==> config.mk <==
export PLATFORM = sky130hd
export DESIGN_NAME = acs_cfg
export DESIGN_NICKNAME = d
export VERILOG_FILES = /design/src/rtl/axis_cumulative_sum_core_assert.svh /design/src/rtl/acs_pkg.sv /design/src/rtl/acs_cfg.sv
export SDC_FILE = /design/constraint.sdc
export NUM_CORES = 1
export LEC_CHECK = 0
export BUFFER_PORTS_ARGS = -buffer_cell sky130_fd_sc_hd__buf_2
export CORE_MARGIN = 3
export CORE_UTILIZATION = 50
export CTS_CLUSTER_DIAMETER = 60
export DETAILED_ROUTE_END_ITERATION = 7
export PLACE_DENSITY = 0.66
export SETUP_SLACK_MARGIN = 0.1
export SLEW_MARGIN = 20
export SYNTH_ARGS = -nofsm -noshare
export SYNTH_HDL_FRONTEND = slang
export SYNTH_SLANG_ARGS = --single-unit
==> constraint.sdc <==
create_clock -name clk -period 8.7 [get_ports clk]
set_clock_uncertainty 0.1 [all_clocks]
set_input_delay 1.74 -clock clk [delete_from_list [all_inputs] [get_ports clk]]
set_output_delay 1.74 -clock clk [all_outputs]
set_load 0.05 [all_outputs]
==> src/rtl/axis_cumulative_sum_core_assert.svh <==
// Assertion macros shared by the cumulative sum core.
`ifndef AXIS_CUMULATIVE_SUM_CORE_ASSERT_SVH
`define AXIS_CUMULATIVE_SUM_CORE_ASSERT_SVH

// Consequent must hold in the same cycle as the antecedent.
`define ACS_ASSERT_NOW(label, clk, rst_n, ante, cons, msg) \
    label: assert property (@(posedge clk) disable iff (!rst_n) (ante) |-> (cons)) \
        else $error(msg);

// Consequent must hold in the cycle after the antecedent.
`define ACS_ASSERT_NEXT(label, clk, rst_n, ante, cons, msg) \
    label: assert property (@(posedge clk) disable iff (!rst_n) (ante) |=> (cons)) \
        else $error(msg);

`endif

==> src/rtl/acs_pkg.sv <==
package acs_pkg;

    localparam int MAX_INNER   = 1024;
    localparam int INDEX_WIDTH = 32;

    localparam int DATA_W      = 32;
    localparam int IN_IDX_W    = (MAX_INNER > 1) ? $clog2(MAX_INNER) : 1;
    localparam int ROW_W       = 24;
    localparam int COUNT_W     = 25;
    localparam int INNER_CNT_W = 11;
    localparam int CFG_IDX_W   = 3;
    localparam int CFG_DATA_W  = 25;

    localparam logic [CFG_IDX_W-1:0] CFG_OUTER_COUNT    = 3'd0;
    localparam logic [CFG_IDX_W-1:0] CFG_AXIS_LENGTH    = 3'd1;
    localparam logic [CFG_IDX_W-1:0] CFG_INNER_COUNT    = 3'd2;
    localparam logic [CFG_IDX_W-1:0] CFG_EXCLUSIVE_MODE = 3'd3;
    localparam logic [CFG_IDX_W-1:0] CFG_REVERSE_MODE   = 3'd4;
    localparam logic [CFG_IDX_W-1:0] CFG_ELEM_TYPE      = 3'd5;

    typedef enum logic [1:0] {
        ELEM_INT32 = 2'd0,
        ELEM_INT8  = 2'd1,
        ELEM_UINT8 = 2'd2
    } elem_type_t;

    // Clamped configuration, counts held as their last position.
    typedef struct packed {
        logic [IN_IDX_W-1:0]    in_last;
        logic [ROW_W-1:0]       row_last;
        logic [ROW_W-1:0]       out_last;
        logic                   exclusive_mode;
        logic                   reverse_mode;
        elem_type_t             elem_type;
        logic [INDEX_WIDTH-1:0] slab_size;
    } cfg_t;

    // Scan position of the item at the input.
    typedef struct packed {
        logic [IN_IDX_W-1:0]    ip;
        logic [ROW_W-1:0]       row;
        logic                   first_row;
        logic                   last;
        logic [INDEX_WIDTH-1:0] base_ip;
    } scan_t;

    function automatic logic [DATA_W-1:0] fit_type(logic [DATA_W-1:0] x, elem_type_t t);
        logic [DATA_W-1:0] r;
        case (t)
            ELEM_INT8:  r = {{(DATA_W-8){x[7]}}, x[7:0]};
            ELEM_UINT8: r = {{(DATA_W-8){1'b0}}, x[7:0]};
            default:    r = x;
        endcase
        return r;
    endfunction

endpackage

==> src/rtl/acs_cfg.sv <==
module acs_cfg import acs_pkg::*;
(
    input  logic                  clk,
    input  logic                  rst_n,
    input  logic                  cfg_wr_en,
    input  logic [CFG_IDX_W-1:0]  cfg_index,
    input  logic [CFG_DATA_W-1:0] cfg_wdata,
    output cfg_t                  cfg
);

    localparam int PROD_W = COUNT_W + IN_IDX_W + 1;

    logic [IN_IDX_W-1:0]    in_last_reg, in_last_next;
    logic [ROW_W-1:0]       row_last_reg, row_last_next;
    logic [ROW_W-1:0]       out_last_reg, out_last_next;
    logic                   excl_reg, excl_next;
    logic                   rev_reg, rev_next;
    elem_type_t             etype_reg, etype_next;
    logic [INDEX_WIDTH-1:0] slab_size_reg, slab_size_next;

    logic [INNER_CNT_W-1:0] inner_wr;
    logic [COUNT_W-1:0]     row_cnt;
    logic [IN_IDX_W:0]      in_cnt;
    logic [PROD_W-1:0]      slab_prod;

    function automatic logic [ROW_W-1:0] clamp_axis(logic [COUNT_W-1:0] v);
        logic [ROW_W-1:0] r;
        if (v == '0)
            r = '0;
        else if (v[COUNT_W-1])
            r = '1;
        else
            r = v[ROW_W-1:0] - 1'b1;
        return r;
    endfunction

    assign inner_wr = cfg_wdata[INNER_CNT_W-1:0];

    always_comb
    begin
        in_last_next  = in_last_reg;
        row_last_next = row_last_reg;
        out_last_next = out_last_reg;
        excl_next     = excl_reg;
        rev_next      = rev_reg;
        etype_next    = etype_reg;
        if (cfg_wr_en)
        begin
            case (cfg_index)
                CFG_OUTER_COUNT: out_last_next = clamp_axis(cfg_wdata[COUNT_W-1:0]);
                CFG_AXIS_LENGTH: row_last_next = clamp_axis(cfg_wdata[COUNT_W-1:0]);
                CFG_INNER_COUNT:
                begin
                    if (inner_wr == '0)
                        in_last_next = '0;
                    else if (32'(inner_wr) > 32'(MAX_INNER))
                        in_last_next = IN_IDX_W'(MAX_INNER - 1);
                    else
                        in_last_next = IN_IDX_W'(inner_wr - 1'b1);
                end
                CFG_EXCLUSIVE_MODE: excl_next  = cfg_wdata[0];
                CFG_REVERSE_MODE:   rev_next   = cfg_wdata[0];
                CFG_ELEM_TYPE:      etype_next = elem_type_t'(cfg_wdata[1:0]);
                default: ;
            endcase
        end
        // Slab size tracks the new counts at the same edge as the write.
        row_cnt        = {1'b0, row_last_next} + 1'b1;
        in_cnt         = {1'b0, in_last_next} + 1'b1;
        slab_prod      = {{(IN_IDX_W+1){1'b0}}, row_cnt} * {{COUNT_W{1'b0}}, in_cnt};
        slab_size_next = INDEX_WIDTH'(slab_prod);
    end

    always_ff @(posedge clk or negedge rst_n)
    begin
        if (!rst_n)
        begin
            in_last_reg   <= '0;
            row_last_reg  <= '0;
            out_last_reg  <= '0;
            excl_reg      <= 1'b0;
            rev_reg       <= 1'b0;
            etype_reg     <= ELEM_INT32;
            slab_size_reg <= INDEX_WIDTH'(1);
        end
        else
        begin
            in_last_reg   <= in_last_next;
            row_last_reg  <= row_last_next;
            out_last_reg  <= out_last_next;
            excl_reg      <= excl_next;
            rev_reg       <= rev_next;
            etype_reg     <= etype_next;
            slab_size_reg <= slab_size_next;
        end
    end

    assign cfg.in_last        = in_last_reg;
    assign cfg.row_last       = row_last_reg;
    assign cfg.out_last       = out_last_reg;
    assign cfg.exclusive_mode = excl_reg;
    assign cfg.reverse_mode   = rev_reg;
    assign cfg.elem_type      = etype_reg;
    assign cfg.slab_size      = slab_size_reg;

endmodule

After elaboration in Yosys (flattened, before gate mapping)
Cells that the tools add are included.

Add/sub/neg operators: 4. $mul: 1. Divide/modulo/power cells: 0. Magnitude comparators: 1. Equality and inequality tests: 5. Shift-type cells: 0. Mux-type cells: 8. Bitwise gates (word level): 0. Reductions and logical operators: 7.

Operators by type and width (number): $mux W24 (4); $mux W10 (4); $mul A25 B11 Y32 (1); $add A24 B1 Y25 const B (1); $logic_not A25 Y1 (1); $sub A24 B1 Y24 const B (1); $add A10 B1 Y11 const B (1); $gt A11 B11 Y1 const B (1); $logic_not A11 Y1 (1); $sub A10 B1 Y10 const B (1); $reduce_and A2 Y1 (4); $eq A3 B2 Y1 const B (2); $eq A3 B3 Y1 const B (2); $eq A3 B1 Y1 const B (1); $logic_not A3 Y1 (1).

Flip-flop bits (word level): 94. Bits in latches: 0. Memory bits (writable): 0. Memory bits (read-only): 0. Bits of input ports: 31. Output and inout bits: 94. Logic and storage cells: 33. Memories kept: 0.

Depth between registers and ports, before layout
Word-level depth: 7. Mapped depth: 37. Mapped depth without buffers: 36.

Worst setup path before layout
No wires, ideal clock.

Kind: input-to-reg. Start: in cfg_index[1]. End: reg slab_size_reg[31]. Library setup time: 0.134 ns. Data arrival time: 10.184 ns. Required time: 8.466 ns. Slack: -1.717 ns. Cell stages on the path: 36. Path buffers: 5. Cell sequence: nand4bb_1 clkbuf_1 clkbuf_1 clkbuf_1 clkbuf_1 nand2_1 o31a_1 inv_1 ha_1 inv_1 a2111oi_0 a31oi_1 nor3_4 nand2_1 xnor2_1 clkbuf_1 nand2_1 fa_1 fa_1 inv_1 fa_1 fa_1 inv_1 fa_1 inv_1 ha_1 or3_1 nor4_1 a21oi_1 a21oi_1 o211ai_1 a31oi_1 o21bai_1 nand2_1 a311o_1 xnor3_1.

Cells in the longest elaborated chain, start to end: 5. Elaborated cells on any way between the ends: 9. Classes of those cells: add/sub (2); mul (1); eq/ne (2); mux (4).

Ends and longest elaborated chain: from (decl) (RTL line acs_cfg.sv:6) `input logic [CFG_IDX_W-1:0] cfg_index,`; $eq A3 B1 Y1 (RTL line acs_cfg.sv:49) `case (cfg_index)`; $mux W24 (RTL line acs_cfg.sv:49); $mux W24 (RTL line acs_cfg.sv:47) `if (cfg_wr_en)`; via row_last_next[0] (RTL line acs_cfg.sv:14) `logic [ROW_W-1:0] row_last_reg, row_last_next;`; $add A24 B1 Y25 (RTL line acs_cfg.sv:68) `row_cnt = {1'b0, row_last_next} + 1'b1;`; $mul A25 B11 Y32 (RTL line acs_cfg.sv:70) `slab_prod = {{(IN_IDX_W+1){1'b0}}, row_cnt} * {{COUNT_W{1'b0}}, in_cnt};`; via slab_prod[31] (RTL line acs_cfg.sv:24) `logic [PROD_W-1:0] slab_prod;`; to (signal assigned) (RTL line acs_cfg.sv:94) `slab_size_reg <= slab_size_next;`; to (decl) (RTL line acs_cfg.sv:19) `logic [INDEX_WIDTH-1:0] slab_size_reg, slab_size_next;`.

The timed path passes the listed nets, and every way through them passes these cells. A chain may end at the register's enable or synchronous reset.

Worst setup path after layout
Start: in cfg_wdata[0]. End: reg slab_size_reg[31].

Cells in the longest elaborated chain, start to end: 7. Elaborated cells on any way between the ends: 16. Classes of those cells: add/sub (4); mul (1); order compare (1); mux (8); reduce/logical (2).

Ends and longest elaborated chain: from (decl) (RTL line acs_cfg.sv:7) `input logic [CFG_DATA_W-1:0] cfg_wdata,`; $sub A24 B1 Y24 (RTL line acs_cfg.sv:33) `r = v[ROW_W-1:0] - 1'b1;`; $mux W24 (RTL line acs_cfg.sv:30) `else if (v[COUNT_W-1])`; $mux W24 (*) (RTL line acs_cfg.sv:28) `if (v == '0)`; $mux W24 (*) (RTL line acs_cfg.sv:49); $mux W24 (*) (RTL line acs_cfg.sv:47); via row_last_next[0] (RTL line acs_cfg.sv:14); $add A24 B1 Y25 (*) (RTL line acs_cfg.sv:68); $mul A25 B11 Y32 (*) (RTL line acs_cfg.sv:70); via slab_prod[31] (RTL line acs_cfg.sv:24).

The timed path passes the listed nets; every way through them passes the cells marked *.

==> impl_metrics.py <==
metrics = {
    "run_status": {
        "outcome": "finished with violations",
        "violations": "setup timing",
    },
    "place": {
        "dp_cells": 2174,
        "gp_congestion": 0.998,
        "dp.final_hpwl_mm": 32.1,
        "port_buffers": 124,
    },
    "yosys": {
        "synth-edff-count": 0,
        "synth_xor_area_frac": 0.0552,
        "synth.avg_cell_area_um2": 8.91,
        "synth_compound_area_frac": 0.0904,
        "synth_warnings": 0,
        "yosysTopAreaCell": "fa_1",
        "synth.distinct_cells": 89,
        "yosys-top-cells-count": "231 x inv_1, 218 x nand2_1, 201 x fa_1, 125 x nor2_1, 93 x dfrtp_1",
        "synth_area_mm2": 0.0128,
        "syn_inst": 1434,
        "ys_top_cells_by_area": "fa_1 32%, dfrtp_1 18%, inv_1 6.8%",
        "ys_ff_latch": 94,
        "synthSimpleGateAreaFrac": 0.200,
        "syn_nets": 1727,
        "yosysMostFrequentCell": "inv_1",
        "synthArstFlopShare": 1.00,
        "seq_area_frac_synth": 0.184,
        "ys.flop_type": "dfrtp_1",
        "muxShareOfSynthArea": 0.00686,
        "netlist.area_leader.share": 0.315,
        "synth_top_family_by_area": "adder cells",
        "synth_adder_area_share": 0.376,
    },
    "timing": {
        "setup_viol": 8,
        "rsz0062_at_grt": "true",
        "tightest_slew_ps": 874,
        "finalCriticalPeriod_ps": 9050,
        "worst_slack_ps": -345,
        "slew_viol_final": 0,
        "relSlewSlack": 0.417,
        "fmax_mhz": 111,
        "period_share": 1.04,
        "final-hold-violation-count": 0,
    },
    "clock_network": {
        "worstSkewPairLatency_ps": 370,
        "cts_max_level": 3,
        "cts-root-buf": "clkbuf_16",
        "cts-buffers-inserted": 9,
        "clk_path_buf_depth": 2,
        "postCtsHoldBufs": 0,
        "cts.sinks": 94,
        "cts_tree": "done",
        "clk_pin_slew_worst_paths_ps": 90,
    },
    "floorplan": {
        "rows": 57,
        "start_util": 0.518,
        "core_mm2": 0.0247,
        "io_pins": 125,
        "fp.dieH_um": 166,
        "die_area_mm2": 0.0275,
        "die_w_um": 166,
    },
    "critical_path": {
        "crit_path_end_kind": "flop",
        "crit_required_ps": 8840,
        "max_stage_delay_ps": 570,
        "rr_worst_depth": 33,
        "worstSetupPathType": "in -> reg",
        "cpMaxStageDelayCell": "fa_1",
        "crit_path_max_fanout": 6,
        "cp.arrival_ps": 9190,
        "cp_common_cell": "fa_1",
        "critPathLaunchType": "primary input",
    },
    "cells_and_area": {
        "largest_reg_flops": 32,
        "final_nets": 2196,
        "drive_gt1_frac": 0.371,
        "stdcell_count": 2232,
        "n_antenna_cell": 0,
        "syn_to_final_growth_pct": 38.9,
        "nFillCells": 1902,
    },
    "worst_hold_path": {
        "whs_path_depth": 2,
        "hp-class": "reg -> reg",
    },
    "detailed_routing": {
        "avgRoutedWirePerCell_um": 18.1,
        "routed_wl_mm": 40.4,
        "dr.first_iter.drc_count": 679,
        "first_pass_iters": 5,
        "antenna_left": 0,
        "drc": 0,
        "via_count": 11800,
        "avgViaCountPerCell": 5.27,
    },
    "grt": {
        "grt_usage": 0.297,
        "antenna_found_initial": 1,
        "grt_pass1_vias": 12600,
        "overflow": 0,
        "grt_max_degree": 65,
        "grt_pass1_wl_mm": 65.7,
    },
    "flow_run": {
        "max_cap_violations": 0,
    },
}
## metrics by stage
| stage | utilization | instance area, um^2 | setup TNS (ps) | hold WS (ps) | worst slack (ps) |
|---|---|---|---|---|---|
| after floorplan | - | 13100 | -3880 | 350 | -586 |
| after global placement | 0.668 | 16500 | -11220 | 345 | -990 |
| after detailed placement | 0.668 | 16500 | -12730 | 351 | -1080 |
| after CTS | 0.695 | 17200 | -1390 | 372 | -334 |
| after global routing | 0.719 | 17700 | -4160 | 411 | -639 |
| final | 0.719 | 17700 | -1440 | 367 | -345 |
## kinds of logic (layout without fill, tap and decap cells)
logic type      count (synthesis)  after routing
flops                          94             94
mux                             8              8
xor+xnor                       75             75
fa+ha+maj                     263            263
buf+inv                       290            764
simple gates                  526            526
compound gates                178            178
## worst paths after layout
kind	slack, ps	startpoint	endpoint
hold / removal	370	out_last_reg[17]	out_last_reg[17]
setup / recovery	-350	cfg_wdata[0]	slab_size_reg[31]
min in group asynchronous	1180	rst_n	out_last_reg[7]
max in group asynchronous	6080	rst_n	slab_size_reg[28]
hold reg to reg	370	out_last_reg[17]	out_last_reg[17]
setup reg to reg	1450	row_last_reg[0]	slab_size_reg[31]
## cell type report
cell class                      count  area [um^2]  share of cell area
Clock buffer                        9          225              0.0127
Clock inverter                      7         73.8             0.00416
Inverter                          233          892              0.0503
Multi-Input combinational cell   1050        10100               0.569
Sequential cell                    94         2350               0.133
Tap cell                          324          405              0.0228
Timing Repair Buffer              515         3690               0.208
## repair_timing
item,4_1_cts,5_1_grt
pin swaps,51,56
setup endpoints to repair,17,20
resized for setup,59,92
setup buffers,15,30
gates cloned,1,2
## routing by layer
layer  track usage  vias to the layer above  part of all wire
li1              -                     5434                 -
met1         0.391                     5850              0.41
met2         0.502                      370              0.49
met3        0.0467                       98             0.057
met4         0.101                        2             0.036
met5             0                        -           0.00032
## placed cells by master, fill, tap and decap left out, types with 11 or more instances in the layout
cell type and n:
a21o_1 12, a21oi_1 22, a21oi_2 14, and2_1 35, buf_2 123, buf_4 371
buf_6 14, dfrtp_1 93, fa_1 194, ha_1 47, inv_1 218, nand2_1 202
nand2_2 14, nand2b_1 15, nand3_1 12, nor2_1 114, nor2b_1 16, nor3_1 13
o21ai_0 39, o31ai_1 11, xnor2_1 41, xor2_1 16
## critical path: cells and delay by family
kind,cells,cell delay [ps]
fa+ha+maj,8,3070
simple gates,9,1740
compound gates,10,1570
buf+inv,10,870
xor+xnor,1,180
Power is not shown: default switching activity piles up to over one toggle a cycle in this logic, so the estimate is an artifact.
