[src/rtl/axis_cumulative_sum_core_assert.svh]
// Assertion macros shared by the cumulative sum core.
`ifndef AXIS_CUMULATIVE_SUM_CORE_ASSERT_SVH
`define AXIS_CUMULATIVE_SUM_CORE_ASSERT_SVH

// Consequent must hold in the same cycle as the antecedent.
`define ACS_ASSERT_NOW(label, clk, rst_n, ante, cons, msg) \
    label: assert property (@(posedge clk) disable iff (!rst_n) (ante) |-> (cons)) \
        else $error(msg);

// Consequent must hold in the cycle after the antecedent.
`define ACS_ASSERT_NEXT(label, clk, rst_n, ante, cons, msg) \
    label: assert property (@(posedge clk) disable iff (!rst_n) (ante) |=> (cons)) \
        else $error(msg);

`endif

[src/rtl/acs_pkg.sv]
package acs_pkg;

    localparam int MAX_INNER   = 1024;
    localparam int INDEX_WIDTH = 32;

    localparam int DATA_W      = 32;
    localparam int IN_IDX_W    = (MAX_INNER > 1) ? $clog2(MAX_INNER) : 1;
    localparam int ROW_W       = 24;
    localparam int COUNT_W     = 25;
    localparam int INNER_CNT_W = 11;
    localparam int CFG_IDX_W   = 3;
    localparam int CFG_DATA_W  = 25;

    localparam logic [CFG_IDX_W-1:0] CFG_OUTER_COUNT    = 3'd0;
    localparam logic [CFG_IDX_W-1:0] CFG_AXIS_LENGTH    = 3'd1;
    localparam logic [CFG_IDX_W-1:0] CFG_INNER_COUNT    = 3'd2;
    localparam logic [CFG_IDX_W-1:0] CFG_EXCLUSIVE_MODE = 3'd3;
    localparam logic [CFG_IDX_W-1:0] CFG_REVERSE_MODE   = 3'd4;
    localparam logic [CFG_IDX_W-1:0] CFG_ELEM_TYPE      = 3'd5;

    typedef enum logic [1:0] {
        ELEM_INT32 = 2'd0,
        ELEM_INT8  = 2'd1,
        ELEM_UINT8 = 2'd2
    } elem_type_t;

    // Clamped configuration, counts held as their last position.
    typedef struct packed {
        logic [IN_IDX_W-1:0]    in_last;
        logic [ROW_W-1:0]       row_last;
        logic [ROW_W-1:0]       out_last;
        logic                   exclusive_mode;
        logic                   reverse_mode;
        elem_type_t             elem_type;
        logic [INDEX_WIDTH-1:0] slab_size;
    } cfg_t;

    // Scan position of the item at the input.
    typedef struct packed {
        logic [IN_IDX_W-1:0]    ip;
        logic [ROW_W-1:0]       row;
        logic                   first_row;
        logic                   last;
        logic [INDEX_WIDTH-1:0] base_ip;
    } scan_t;

    function automatic logic [DATA_W-1:0] fit_type(logic [DATA_W-1:0] x, elem_type_t t);
        logic [DATA_W-1:0] r;
        case (t)
            ELEM_INT8:  r = {{(DATA_W-8){x[7]}}, x[7:0]};
            ELEM_UINT8: r = {{(DATA_W-8){1'b0}}, x[7:0]};
            default:    r = x;
        endcase
        return r;
    endfunction

endpackage

[src/rtl/acs_scan_ctrl.sv]
module acs_scan_ctrl import acs_pkg::*;
(
    input  logic  clk,
    input  logic  rst_n,
    input  cfg_t  cfg,
    input  logic  accept,
    output scan_t scan
);

    `include "axis_cumulative_sum_core_assert.svh"

    logic [IN_IDX_W-1:0]    inner_pos_reg, inner_pos_next;
    logic [ROW_W-1:0]       row_pos_reg, row_pos_next;
    logic [ROW_W-1:0]       outer_pos_reg, outer_pos_next;
    logic [INDEX_WIDTH-1:0] slab_base_reg, slab_base_next;

    logic [IN_IDX_W-1:0] ip;
    logic [ROW_W-1:0]    rp;
    logic [ROW_W-1:0]    op;
    logic                is_last;

    always_comb
    begin
        // Positions beyond a shrunk count act as the last position.
        ip = (inner_pos_reg > cfg.in_last)  ? cfg.in_last  : inner_pos_reg;
        rp = (row_pos_reg   > cfg.row_last) ? cfg.row_last : row_pos_reg;
        op = (outer_pos_reg > cfg.out_last) ? cfg.out_last : outer_pos_reg;
        is_last = (ip == cfg.in_last) && (rp == cfg.row_last) && (op == cfg.out_last);

        scan.ip        = ip;
        scan.row       = cfg.reverse_mode ? (cfg.row_last - rp) : rp;
        scan.first_row = (rp == '0);
        scan.last      = is_last;
        scan.base_ip   = slab_base_reg + INDEX_WIDTH'(ip);

        inner_pos_next = inner_pos_reg;
        row_pos_next   = row_pos_reg;
        outer_pos_next = outer_pos_reg;
        slab_base_next = slab_base_reg;
        if (accept)
        begin
            if (is_last)
            begin
                inner_pos_next = '0;
                row_pos_next   = '0;
                outer_pos_next = '0;
                slab_base_next = '0;
            end
            else if (ip != cfg.in_last)
            begin
                inner_pos_next = ip + 1'b1;
                row_pos_next   = rp;
                outer_pos_next = op;
            end
            else if (rp != cfg.row_last)
            begin
                inner_pos_next = '0;
                row_pos_next   = rp + 1'b1;
                outer_pos_next = op;
            end
            else
            begin
                inner_pos_next = '0;
                row_pos_next   = '0;
                outer_pos_next = op + 1'b1;
                slab_base_next = slab_base_reg + cfg.slab_size;
            end
        end
    end

    always_ff @(posedge clk or negedge rst_n)
    begin
        if (!rst_n)
        begin
            inner_pos_reg <= '0;
            row_pos_reg   <= '0;
            outer_pos_reg <= '0;
            slab_base_reg <= '0;
        end
        else
        begin
            inner_pos_reg <= inner_pos_next;
            row_pos_reg   <= row_pos_next;
            outer_pos_reg <= outer_pos_next;
            slab_base_reg <= slab_base_next;
        end
    end

    `ACS_ASSERT_NEXT(a_wrap_after_last, clk, rst_n, accept && is_last,
        inner_pos_reg == '0 && row_pos_reg == '0 && outer_pos_reg == '0 && slab_base_reg == '0,
        "scan position not cleared after tensor end")

endmodule

[config.mk]
export PLATFORM = sky130hd
export DESIGN_NAME = acs_scan_ctrl
export DESIGN_NICKNAME = d
export VERILOG_FILES = /design/src/rtl/acs_pkg.sv /design/src/rtl/acs_scan_ctrl.sv
export VERILOG_INCLUDE_DIRS = /design/src /design/src/rtl
export SDC_FILE = /design/constraint.sdc
export NUM_CORES = 1
export LEC_CHECK = 0
export ABC_AREA = 1
export BUFFER_PORTS_ARGS = -buffer_cell sky130_fd_sc_hd__buf_2
export CAP_MARGIN = 0
export CORE_MARGIN = 8
export CORE_UTILIZATION = 30
export DETAILED_ROUTE_END_ITERATION = 8
export SETUP_SLACK_MARGIN = 0.1
export SYNTH_ARGS = -nofsm -noshare
export SYNTH_HDL_FRONTEND = slang
export SYNTH_SLANG_ARGS = --single-unit
[constraint.sdc]
create_clock -name clk -period 6.3 [get_ports clk]
set_clock_uncertainty 0.2 [all_clocks]
set_input_delay 1.26 -clock clk [delete_from_list [all_inputs] [get_ports clk]]
set_output_delay 1.26 -clock clk [all_outputs]
set_load 0.1 [all_outputs]
# == Word-level counts from Yosys, hierarchy flattened ==
# Cells that the tools add are included.
# totals
ff_bits,90
out_inout_bits,68
elab_cells,39
# classes
reduce_logical,4
n_lt_le_gt_ge,3
addsub,6
eq_ne,7
mux,15
# op_table
operator,n
24-bit 2-to-1 mux,9
32-bit 2-to-1 mux,3
"24-bit by 1-bit adder with 24-bit output, second input constant",2
24-bit == test,2
24-bit > comparator,2
32-bit by 10-bit adder with 32-bit output,1
32-bit adder,1
10-bit 2-to-1 mux,3
24-bit zero test,1
24-bit != test,1
24-bit subtractor,1
"10-bit by 1-bit adder with 10-bit output, second input constant",1
10-bit == test,1
10-bit > comparator,1
10-bit != test,1
"2-bit != test, second input constant",2
3-bit AND reduction,1
1-bit logical AND,2

# == Longest topological paths before layout ==
# Gate-level depths: netlist of run 1.
# logic_depth
depth_word,7
mapped_depth,35

# == Worst setup path after synthesis of run 1 ==
# OpenSTA, ideal clock, no wires.
# synth_timing
path_type,input port to output port
startpoint,input cfg[93] (netlist bit)
endpoint,output scan[31] (netlist bit)
arrival_ns,7.973
cell_stages,24
t_required_ns,4.840
slack_ns,-3.133
n_path_buf,1
cell_sequence,inv_1 > ha_1 > nand2_1 > nor2_1 > o211ai_1 > nand3_1 > nand2_2 > buf_2 > o21ai_0 > ha_1 > inv_1 > nand2_1 > nand3_1 > nand3_1 > a21oi_1 > o21bai_1 > nand2_1 > a21oi_1 > nand2_1 > nor2_1 > nand2_1 > nor3_1 > nand3_1 > xor2_1
# synth_lines
element,line_no,rtl
"start, declared",acs_scan_ctrl.sv:5,"input cfg_t cfg,"
"end, declared",acs_scan_ctrl.sv:7,output scan_t scan

==> impl_metrics.py, run 1 <==
metrics = {
    "outcome": {
        "outcome": "complete, but fails checks",
        "violations": "setup timing",
    },
    "yosys": {
        "synth_area_um2": 12500,
        "ys_seq_elements": 90,
        "synth_top_cells_by_count": "nand2_1 (641), inv_1 (299), nand3_1 (199)",
        "ys.flop_type": "dfrtp_1",
        "yosys_warnings": 0,
        "yosys-top-cells-area": "nand2_1 (19%), dfrtp_1 (18%), ha_1 (11%)",
        "synth_top_area_share_pct": 19.2,
        "synthMostInstantiatedCell": "nand2_1",
        "synthArstFlopShare_pct": 100,
        "netlist-cell-type-count": 49,
        "syn_inst": 2078,
        "syn_area_per_cell_um2": 6.02,
        "ys_seq_area_share_pct": 18.0,
        "synth.net_count": 2288,
        "synth-edff-count": 0,
        "synth_top_area_cell": "nand2_1",
    },
    "timing": {
        "drv_slew": 0,
        "tightest_slew_ns": 0.841,
        "max_freq_mhz": 157,
        "finalSetupViolCount": 4,
        "maxSlewHeadroom_pct": 43.4,
        "grt_setup_unrepaired": "yes",
        "finalSetupTns_ns": -0.131,
        "hold_violations": 0,
        "period_share_pct": 101,
        "min_period_ns": 6.36,
        "setup_ws_ns": -0.0612,
    },
    "place": {
        "port_buffers": 161,
        "placed_area_um2": 16000,
        "place.gp.congestion": 0.955,
        "dpl.hpwl_um": 37100,
        "place_inst": 2843,
    },
    "finish": {
        "drive_gt1_share_pct": 26.0,
        "largest_reg_flops": 32,
        "fill_cells": 4288,
        "final_nets": 2567,
        "post-route-util_pct": 42.2,
        "multiInputGateArea_um2": 10200,
        "design_area_um2": 17600,
        "n_antenna_cell": 0,
        "syn_to_final_growth_pct": 40.3,
        "layout.area.seq_um2": 2250,
        "fin_cells": 2901,
    },
    "hold_path": {
        "holdCritPathClass": "flop to flop",
        "whs_path_depth": 2,
    },
    "detailed_routing": {
        "remaining_drc_errors": 0,
        "drtIter0Drc": 959,
        "ant_nets": 0,
        "via_count": 14444,
        "post_drt_wl_per_cell_um": 16.1,
        "wirelength_um": 46600,
        "avgViaCountPerCell": 4.98,
        "drtPass1Iterations": 5,
    },
    "clocking": {
        "root_buffer": "clkbuf_16",
        "numCtsBuffers": 9,
        "clockBufferDepth": 2,
        "clock-sinks": 90,
        "clkLatencyLatePin_ns": 0.37,
        "cts_max_level": 3,
        "hold_buffers": 0,
        "clk_pin_slew_ns": 0.07,
        "cts_tree": "built",
    },
    "grt": {
        "grt_pass1_wl_um": 72400,
        "overflow": 0,
        "antenna_found_initial": 0,
        "grt_max_degree": 57,
        "grt_pass1_vias": 14024,
        "grt_usage_pct": 18.6,
    },
    "worst_setup_path": {
        "cpMostUsedCell": "a21oi_2",
        "critPathLaunchType": "primary input",
        "worstPathRequired_ns": 4.84,
        "crit_path_end_kind": "output pin",
        "crit_path_max_incr_delay_ns": 0.36,
        "path_class": "primary input to output pin",
        "r2r_cells": 26,
        "cp_slowest_cell": "fa_2",
        "critPathMaxFanout": 7,
        "arrival_ns": 4.90,
    },
    "floorplanning": {
        "dieArea_um2": 48500,
        "core-area_um2": 41600,
        "ioPinCount": 165,
        "rows": 75,
        "start_util_pct": 30.1,
        "die_y_um": 220,
        "chipWidth_um": 220,
    },
    "pwr": {
        "p_leak_nw": 8.92,
        "power_density_nw_per_um2": 544,
        "ir_worst_vdd_uv": 440,
    },
    "run": {
        "maxCapViolCount": 0,
    },
}
-- path summary, 6_finish.rpt --
check / slack [ns] / end / startpoint
worst max-delay path: -0.06 / scan[30] / cfg[89]
worst min-delay path: 0.31 / outer_pos_reg[0]$_DFFE_PN0P_ / outer_pos_reg[0]$_DFFE_PN0P_
worst max register to register: 1.44 / slab_base_reg[9]$_DFFE_PN0P_ / row_pos_reg[12]$_DFFE_PN0P_
worst min register to register: 0.31 / outer_pos_reg[0]$_DFFE_PN0P_ / outer_pos_reg[0]$_DFFE_PN0P_
max in group asynchronous: 4.03 / row_pos_reg[9]$_DFFE_PN0P_ / rst_n
min in group asynchronous: 0.66 / slab_base_reg[21]$_DFFE_PN0P_ / rst_n
-- per-layer routing --
layer | share of wire, % | global-route usage (%) | vias up
li1 | - | - | 7276
met1 | 45 | 24.0 | 6715
met2 | 48 | 31.8 | 377
met3 | 4.9 | 2.06 | 76
met4 | 2.8 | 6.89 | 0
met5 | 0 | 0 | -
-- critical path: cells and delay by family --
kind / cells / cell delay, ns
AOI/OAI and AO/OA: 10 / 1.34
adders and majority gates: 2 / 0.56
buffers and inverters: 7 / 0.65
and+or+nand+nor: 8 / 1.06
-- cell usage in the layout (no fill, tap or decap), drive strengths merged --
master,count
dfrtp,90
nand3,226
inv,309
a221oi,1
o22ai,16
a21boi,2
o21ai,162
nand2,662
nand4,31
xor2,60
o31ai,1
or2,1
o21a,5
bufinv,1
o21bai,7
nor3,21
o211ai,2
nand3b,5
ha,111
buf,311
clkinvlp,3
a21oi,92
xnor2,13
nor4,12
o311ai,1
clkinv,4
a211oi,1
and2,2
a31oi,2
fa,2
a21o,4
clkbuf,11
nor2,190
o221a,1
-- power breakdown --
group | internal (mW) | switching (mW)
sequential | 0.755 | 0.224
combinational | 2.69 | 5.29
clock | 0.312 | 0.272
-- cell type report --
cell class	instances	area share [%]
Clock buffer	11	1.33
Clock inverter	5	0.363
Inverter	312	7.00
Multi-Input combinational cell	1633	58.3
Sequential cell	90	12.8
Tap cell	539	3.84
Timing Repair Buffer	311	16.4
-- cells by family after synthesis --
kind of cell | count (synthesis) | share of synthesized area (%)
xor gates and xnor gates | 73 | 5.11
DFF | 90 | 18.0
buffers and inverters | 357 | 11.9
adders and majority gates | 113 | 11.4
and+or+nand+nor | 1148 | 40.4
AOI/OAI and AO/OA | 297 | 13.1
-- per-stage QoR --
stage	hold slack, ns	worst slack [ns]	power (mW)
final	0.315	-0.0612	9.55
after global routing	0.373	-0.249	10.3
after CTS	0.316	0.0123	9.00
after detailed placement	0.298	-0.239	8.27
after global placement	0.291	-0.180	8.19
after floorplan	0.271	-0.692	6.17
-- timing repair --
item / in CTS / in global routing
hold endpoints to repair: 0 / 0
buffers inserted: 18 / 22
pin swaps: 38 / 60
setup endpoints to repair: 18 / 41
cloned: 1 / 1
gates resized for setup: 44 / 155
Power figures use the tool's default switching activity.
==> run 2: changes to the inputs <==
--- a/config.mk
+++ b/config.mk
@@ -9,6 +9,7 @@
 export ABC_AREA = 1
 export BUFFER_PORTS_ARGS = -buffer_cell sky130_fd_sc_hd__buf_2
 export CAP_MARGIN = 0
+export CORE_ASPECT_RATIO = 0.6
 export CORE_MARGIN = 8
 export CORE_UTILIZATION = 30
 export DETAILED_ROUTE_END_ITERATION = 8
==> run 2 against run 1 <==
Effect of this change:
- the run still ends with setup timing left
- hold slack worse by 0.0042 ns
- final area down 0.41%
- maximum frequency up 0.20%
- clock power increased by 1%
- die area is 0.44% higher
- clock-buffer cell count unchanged
- final cell count increased by 1.2%
- register-to-register slack gained 0.15 ns
- sequential power barely moved
- combinational power rose by 2%
- sequential cell count stayed put
- routed wire length grew 4.5%
- critical path type unchanged
==> impl_metrics.py, run 2 (same netlist as run 1, synthesis figures left out) <==
metrics = {
    "outcome": {
        "outcome": "complete, but fails checks",
        "violations": "setup timing",
    },
    "detailed_routing": {
        "drtPass1Iterations": 6,
        "remaining_drc_errors": 0,
        "ant_nets": 0,
        "drtIter0Drc": 1278,
        "wirelength_um": 48700,
        "post_drt_wl_per_cell_um": 16.6,
        "avgViaCountPerCell": 4.96,
        "via_count": 14572,
    },
    "worst_setup_path": {
        "regToRegSetupSlack_ns": 1.59,
        "critPathLaunchType": "primary input",
        "path_class": "primary input to output pin",
        "crit_path_max_incr_delay_ns": 0.28,
        "critPathMaxFanout": 6,
        "cpMostUsedCell": "nand2_4",
        "crit_path_start": "cfg[84]",
        "crit_path_end_kind": "output pin",
        "cp_slowest_cell": "ha_1",
        "reg2reg_from": "row_pos_reg[15]$_DFFE_PN0P_",
        "worstPathRequired_ns": 4.84,
        "arrival_ns": 4.89,
    },
    "clocking": {
        "clkLatencyLatePin_ns": 0.37,
        "clock-sinks": 90,
        "clockBufferDepth": 2,
        "cts_max_level": 3,
        "hold_buffers": 0,
        "clk_pin_slew_ns": 0.07,
        "root_buffer": "clkbuf_16",
        "numCtsBuffers": 9,
        "cts_tree": "built",
    },
    "hold_path": {
        "min_from": "outer_pos_reg[0]$_DFFE_PN0P_",
        "holdCritPathClass": "flop to flop",
    },
    "timing": {
        "grt_setup_unrepaired": "yes",
        "max_freq_mhz": 158,
        "period_share_pct": 101,
        "maxSlewHeadroom_pct": 35.5,
        "min_period_ns": 6.35,
        "hold_violations": 0,
        "finalSetupTns_ns": -0.195,
        "setup_ws_ns": -0.0486,
        "tightest_slew_ns": 0.959,
        "finalSetupViolCount": 6,
        "drv_slew": 0,
    },
    "finish": {
        "drive_gt1_share_pct": 26.0,
        "final_cell_mix": "nand2_1 (603), inv_1 (275), nand3_1 (182)",
        "design_area_um2": 17500,
        "syn_to_final_growth_pct": 39.7,
        "final_nets": 2566,
        "largest_reg_flops": 32,
        "final_common_cell": "nand2_1",
    },
    "place": {
        "dpl.hpwl_um": 39500,
        "port_buffers": 161,
        "place.gp.congestion": 0.947,
        "placed_area_um2": 16100,
    },
    "floorplanning": {
        "die_y_um": 174,
        "ioPinCount": 165,
        "rows": 58,
        "core-area_um2": 41500,
        "chipWidth_um": 280,
        "dieArea_um2": 48700,
        "start_util_pct": 30.1,
    },
    "pwr": {
        "power_mw": 9.74,
        "p_leak_nw": 8.91,
        "ir_worst_vdd_uv": 644,
        "power_density_nw_per_um2": 557,
    },
    "grt": {
        "grt_max_degree": 50,
        "grt_usage_pct": 19.4,
        "grt_pass1_vias": 14022,
        "overflow": 0,
        "antenna_found_initial": 5,
        "grt_pass1_wl_um": 76200,
    },
    "run": {
        "maxCapViolCount": 0,
    },
}
==> run 2: cell count changes in the layout (fill, tap and decap cells not counted), moves of 5 or more <==
cell and change:
diode_2 +5, ha_1 +6, ha_4 -6, inv_4 -6, nand2_2 +6, nand2_4 -8
nor2_2 +7, o21ai_1 -5, o21ai_2 +7
==> run 2: path summary, 6_finish.rpt <==
path	end	cells after the start
min in group asynchronous	outer_pos_reg[5]$_DFFE_PN0P_	1
hold reg to reg	outer_pos_reg[0]$_DFFE_PN0P_	2
setup reg to reg	slab_base_reg[15]$_DFFE_PN0P_	26
hold / removal	outer_pos_reg[0]$_DFFE_PN0P_	2
max in group asynchronous	slab_base_reg[12]$_DFFE_PN0P_	2
setup / recovery	scan[14]	26
==> run 2: routing by layer <==
layer | GRT usage, % | part of all wire [%]
met4 | 5.32 | 1.9
met5 | 0 | 0
met2 | 27.9 | 41
met3 | 3.32 | 8.1
met1 | 29.2 | 49
==> run 2: cell type report <==
cell class | instances | area (µm²)
multi-input cells | 1632 | 10100
well taps | 570 | 713
fillers | 4333 | 24000
flip-flops and latches | 90 | 2250
clock buffers | 11 | 243
diodes | 5 | 12.5
inverters | 312 | 1210
repair buffers | 311 | 2900
clock inverters | 5 | 61.3
==> run 2: per-stage QoR <==
step	instances	setup slack [ns]	hold slack [ns]	util [%]
floorplan	2078	-0.692	0.271	-
global placement	2876	-0.196	0.297	38.7
detailed placement	2876	-0.259	0.294	38.7
CTS	2913	0.0379	0.313	40.5
global route	2936	-0.200	0.369	42.1
finish	2936	-0.0486	0.311	42.1
==> run 2: critical path: cells and delay by family <==
kind | cells | cell delay [ns]
adders and majority gates | 2 | 0.56
buffers and inverters | 7 | 0.94
xor gates and xnor gates | 1 | 0.16
AOI/OAI and AO/OA | 7 | 1.03
and+or+nand+nor | 9 | 0.96
==> run 2: power breakdown <==
| part | internal, mW | leakage, nW | total [mW] | switching [mW] |
|---|---|---|---|---|
| combinational | 2.72 | 7.69 | 8.17 | 5.45 |
| sequential | 0.755 | 1.07 | 0.979 | 0.224 |
| clock | 0.322 | 0.151 | 0.592 | 0.269 |
| total | 3.80 | 8.91 | 9.74 | 5.94 |
==> run 2: timing repair <==
action / 4_1_cts / 5_1_grt
setup endpoints to repair: 19 / 43
pin swaps: 56 / 34
gates resized for setup: 63 / 114
setup buffers: 20 / 17
gates cloned: 1 / 1
==> run 3: changes to the inputs <==
--- a/config.mk
+++ b/config.mk
@@ -7,12 +7,12 @@
 export NUM_CORES = 1
 export LEC_CHECK = 0
 export ABC_AREA = 1
-export BUFFER_PORTS_ARGS = -buffer_cell sky130_fd_sc_hd__buf_2
 export CAP_MARGIN = 0
 export CORE_ASPECT_RATIO = 0.6
 export CORE_MARGIN = 8
 export CORE_UTILIZATION = 30
 export DETAILED_ROUTE_END_ITERATION = 8
+export DONT_BUFFER_PORTS = 1
 export SETUP_SLACK_MARGIN = 0.1
 export SYNTH_ARGS = -nofsm -noshare
 export SYNTH_HDL_FRONTEND = slang
==> run 3 against run 2 <==
Effect of this change:
- first-iteration DRC count up 13%
- combinational power down 6.6%
- power down 6.1%
- critical path type unchanged
- the run now ends clean
- sequential power down 1%
- worst setup slack better by 0.16 ns
==> impl_metrics.py, run 3 (same netlist as run 1, synthesis figures left out) <==
metrics = {
    "place": {
        "dp_slack_ns": 0.0148,
        "port_buffers": 0,
        "placed_area_um2": 15200,
        "place_inst": 2711,
        "place.gp.congestion": 0.967,
        "dpl.hpwl_um": 38500,
    },
    "pwr": {
        "intPower_mw": 3.39,
        "p_leak_nw": 8.03,
        "p_sw_share_pct": 63.0,
        "ir_worst_vdd_uv": 647,
        "combPwrFrac_pct": 83.4,
        "power_density_nw_per_um2": 572,
        "power_mw": 9.14,
        "seq_power_share_pct": 10.6,
        "p_sw_mw": 5.76,
        "p_clk_share_pct": 6.0,
    },
    "timing": {
        "hold_ws_ns": 0.315,
        "finalSetupViolCount": 0,
        "grt_setup_unrepaired": "yes",
        "finalSetupTns_ns": 0,
        "max_freq_mhz": 162,
        "setup_ws_ns": 0.109,
        "min_period_ns": 6.19,
        "period_share_pct": 98.3,
        "tightest_slew_ns": 0.906,
        "maxSlewHeadroom_pct": 39.0,
        "drv_slew": 0,
        "hold_violations": 0,
    },
    "worst_setup_path": {
        "reg2reg_from": "row_pos_reg[23]$_DFFE_PN0P_",
        "path_class": "primary input to output pin",
        "crit_chain": "inv_2 -> ha_4 -> a21oi_1 -> o21ai_1 -> nand2_1 -> nand3_4 -> nand2_8 -> clkinv_8 -> a21oi_4 -> inv_2 -> fa_2 -> o21ai_4 -> a21oi_2 -> o21bai_1 -> a21oi_2 -> o21bai_2 -> a21oi_2 -> o21ai_4 -> nand3_4 -> nor2_4 -> buf_12 -> xor2_4 -> buf_12",
        "arrival_ns": 4.73,
        "cp_slowest_cell": "fa_2",
        "regToRegSetupSlack_ns": 1.50,
        "crit_path_max_incr_delay_ns": 0.41,
        "critPathLaunchType": "primary input",
        "cpMostUsedCell": "a21oi_2",
        "crit_path_end_kind": "output pin",
        "worstPathRequired_ns": 4.84,
        "critPathMaxFanout": 6,
        "crit_path_start": "cfg[87]",
    },
    "floorplanning": {
        "ioPinCount": 165,
        "die_y_um": 174,
        "dieArea_um2": 48700,
        "core-area_um2": 41500,
        "chipWidth_um": 280,
        "rows": 58,
        "start_util_pct": 30.1,
    },
    "finish": {
        "final_cell_mix": "nand2_1 (617), inv_1 (285), nand3_1 (188)",
        "syn_to_final_growth_pct": 27.8,
        "n_antenna_cell": 0,
        "final_nets": 2384,
        "fin_cells": 2747,
        "drive_gt1_share_pct": 18.1,
        "design_area_um2": 16000,
        "final_common_cell": "nand2_1",
        "post-route-util_pct": 38.5,
        "largest_reg_flops": 32,
    },
    "outcome": {
        "outcome": "finished clean",
    },
    "grt": {
        "grt_usage_pct": 18.7,
        "grt_pass1_wl_um": 72200,
        "grt_max_degree": 91,
        "grt_pass1_vias": 12772,
        "antenna_found_initial": 0,
        "overflow": 0,
    },
    "clocking": {
        "root_buffer": "clkbuf_16",
        "cts_max_level": 3,
        "clk_pin_slew_ns": 0.07,
        "clockBufferDepth": 2,
        "clkLatencyLatePin_ns": 0.38,
        "cts_tree": "built",
        "numCtsBuffers": 9,
        "clock-sinks": 90,
    },
    "detailed_routing": {
        "drtIter0Drc": 1447,
        "drtPass1Iterations": 6,
        "wirelength_um": 47300,
        "via_count": 13976,
        "avgViaCountPerCell": 5.09,
        "post_drt_wl_per_cell_um": 17.2,
        "ant_nets": 0,
        "remaining_drc_errors": 0,
    },
    "hold_path": {
        "holdCritPathClass": "flop to flop",
        "min_from": "outer_pos_reg[0]$_DFFE_PN0P_",
    },
    "run": {
        "maxCapViolCount": 0,
    },
}
[run 3: cell types whose count changed in the layout (fill, tap and decap cells not counted), moves of 8 or more]
cell / previous run / this run
buf_2: 97 / 0
buf_4: 136 / 77
nand2_1: 603 / 617
buf_6: 16 / 3
nand2_2: 41 / 28
inv_1: 275 / 285
inv_2: 25 / 15
buf_12: 55 / 47
[run 3: critical path, delay by kind of cell]
kind,cells,cell delay [ns]
and+or+nand+nor,5,0.72
buffers and inverters,5,0.51
xor gates and xnor gates,1,0.16
AOI/OAI and AO/OA,10,1.45
adders and majority gates,2,0.62
[run 3: layout make-up]
cell class	instances	area, µm²
fill	4439	25500
multi-input combinational	1634	9970
clock inverter	4	28.8
inverter	312	1230
tap	570	713
sequential	90	2250
clock buffer	10	239
timing repair buffer	127	1550
[run 3: metal layers]
metal / global-route usage [%] / vias to the layer above / part of all wire [%]
met2: 26.4 / 546 / 40
met3: 4.66 / 33 / 9.6
li1: - / 6917 / -
met4: 4.33 / 0 / 1.6
met1: 27.9 / 6480 / 48
met5: 0 / - / 0
[run 3: final timing paths]
check	depth (start not counted)	end
setup / recovery	23	scan[16]
hold / removal	2	outer_pos_reg[0]$_DFFE_PN0P_
setup reg to reg	26	slab_base_reg[5]$_DFFE_PN0P_
hold reg to reg	2	outer_pos_reg[0]$_DFFE_PN0P_
max in group asynchronous	0	row_pos_reg[18]$_DFFE_PN0P_
min in group asynchronous	0	outer_pos_reg[19]$_DFFE_PN0P_
[run 3: power groups by stage]
stage               Clock [mW]  Combinational [mW]  Sequential, mW
global placement             0                7.14           0.957
finish                   0.551                7.63           0.966
CTS                      0.568                7.26           0.959
detailed placement           0                7.20           0.969
floorplan                    0                5.26           0.907
global route             0.588                8.24           0.992
[run 3: what timing repair did]
action	in CTS	in global routing
gates resized for setup	4	79
pin swaps	6	33
setup endpoints to repair	14	28
hold buffers	0	0
cloned	0	3
setup buffers	3	16
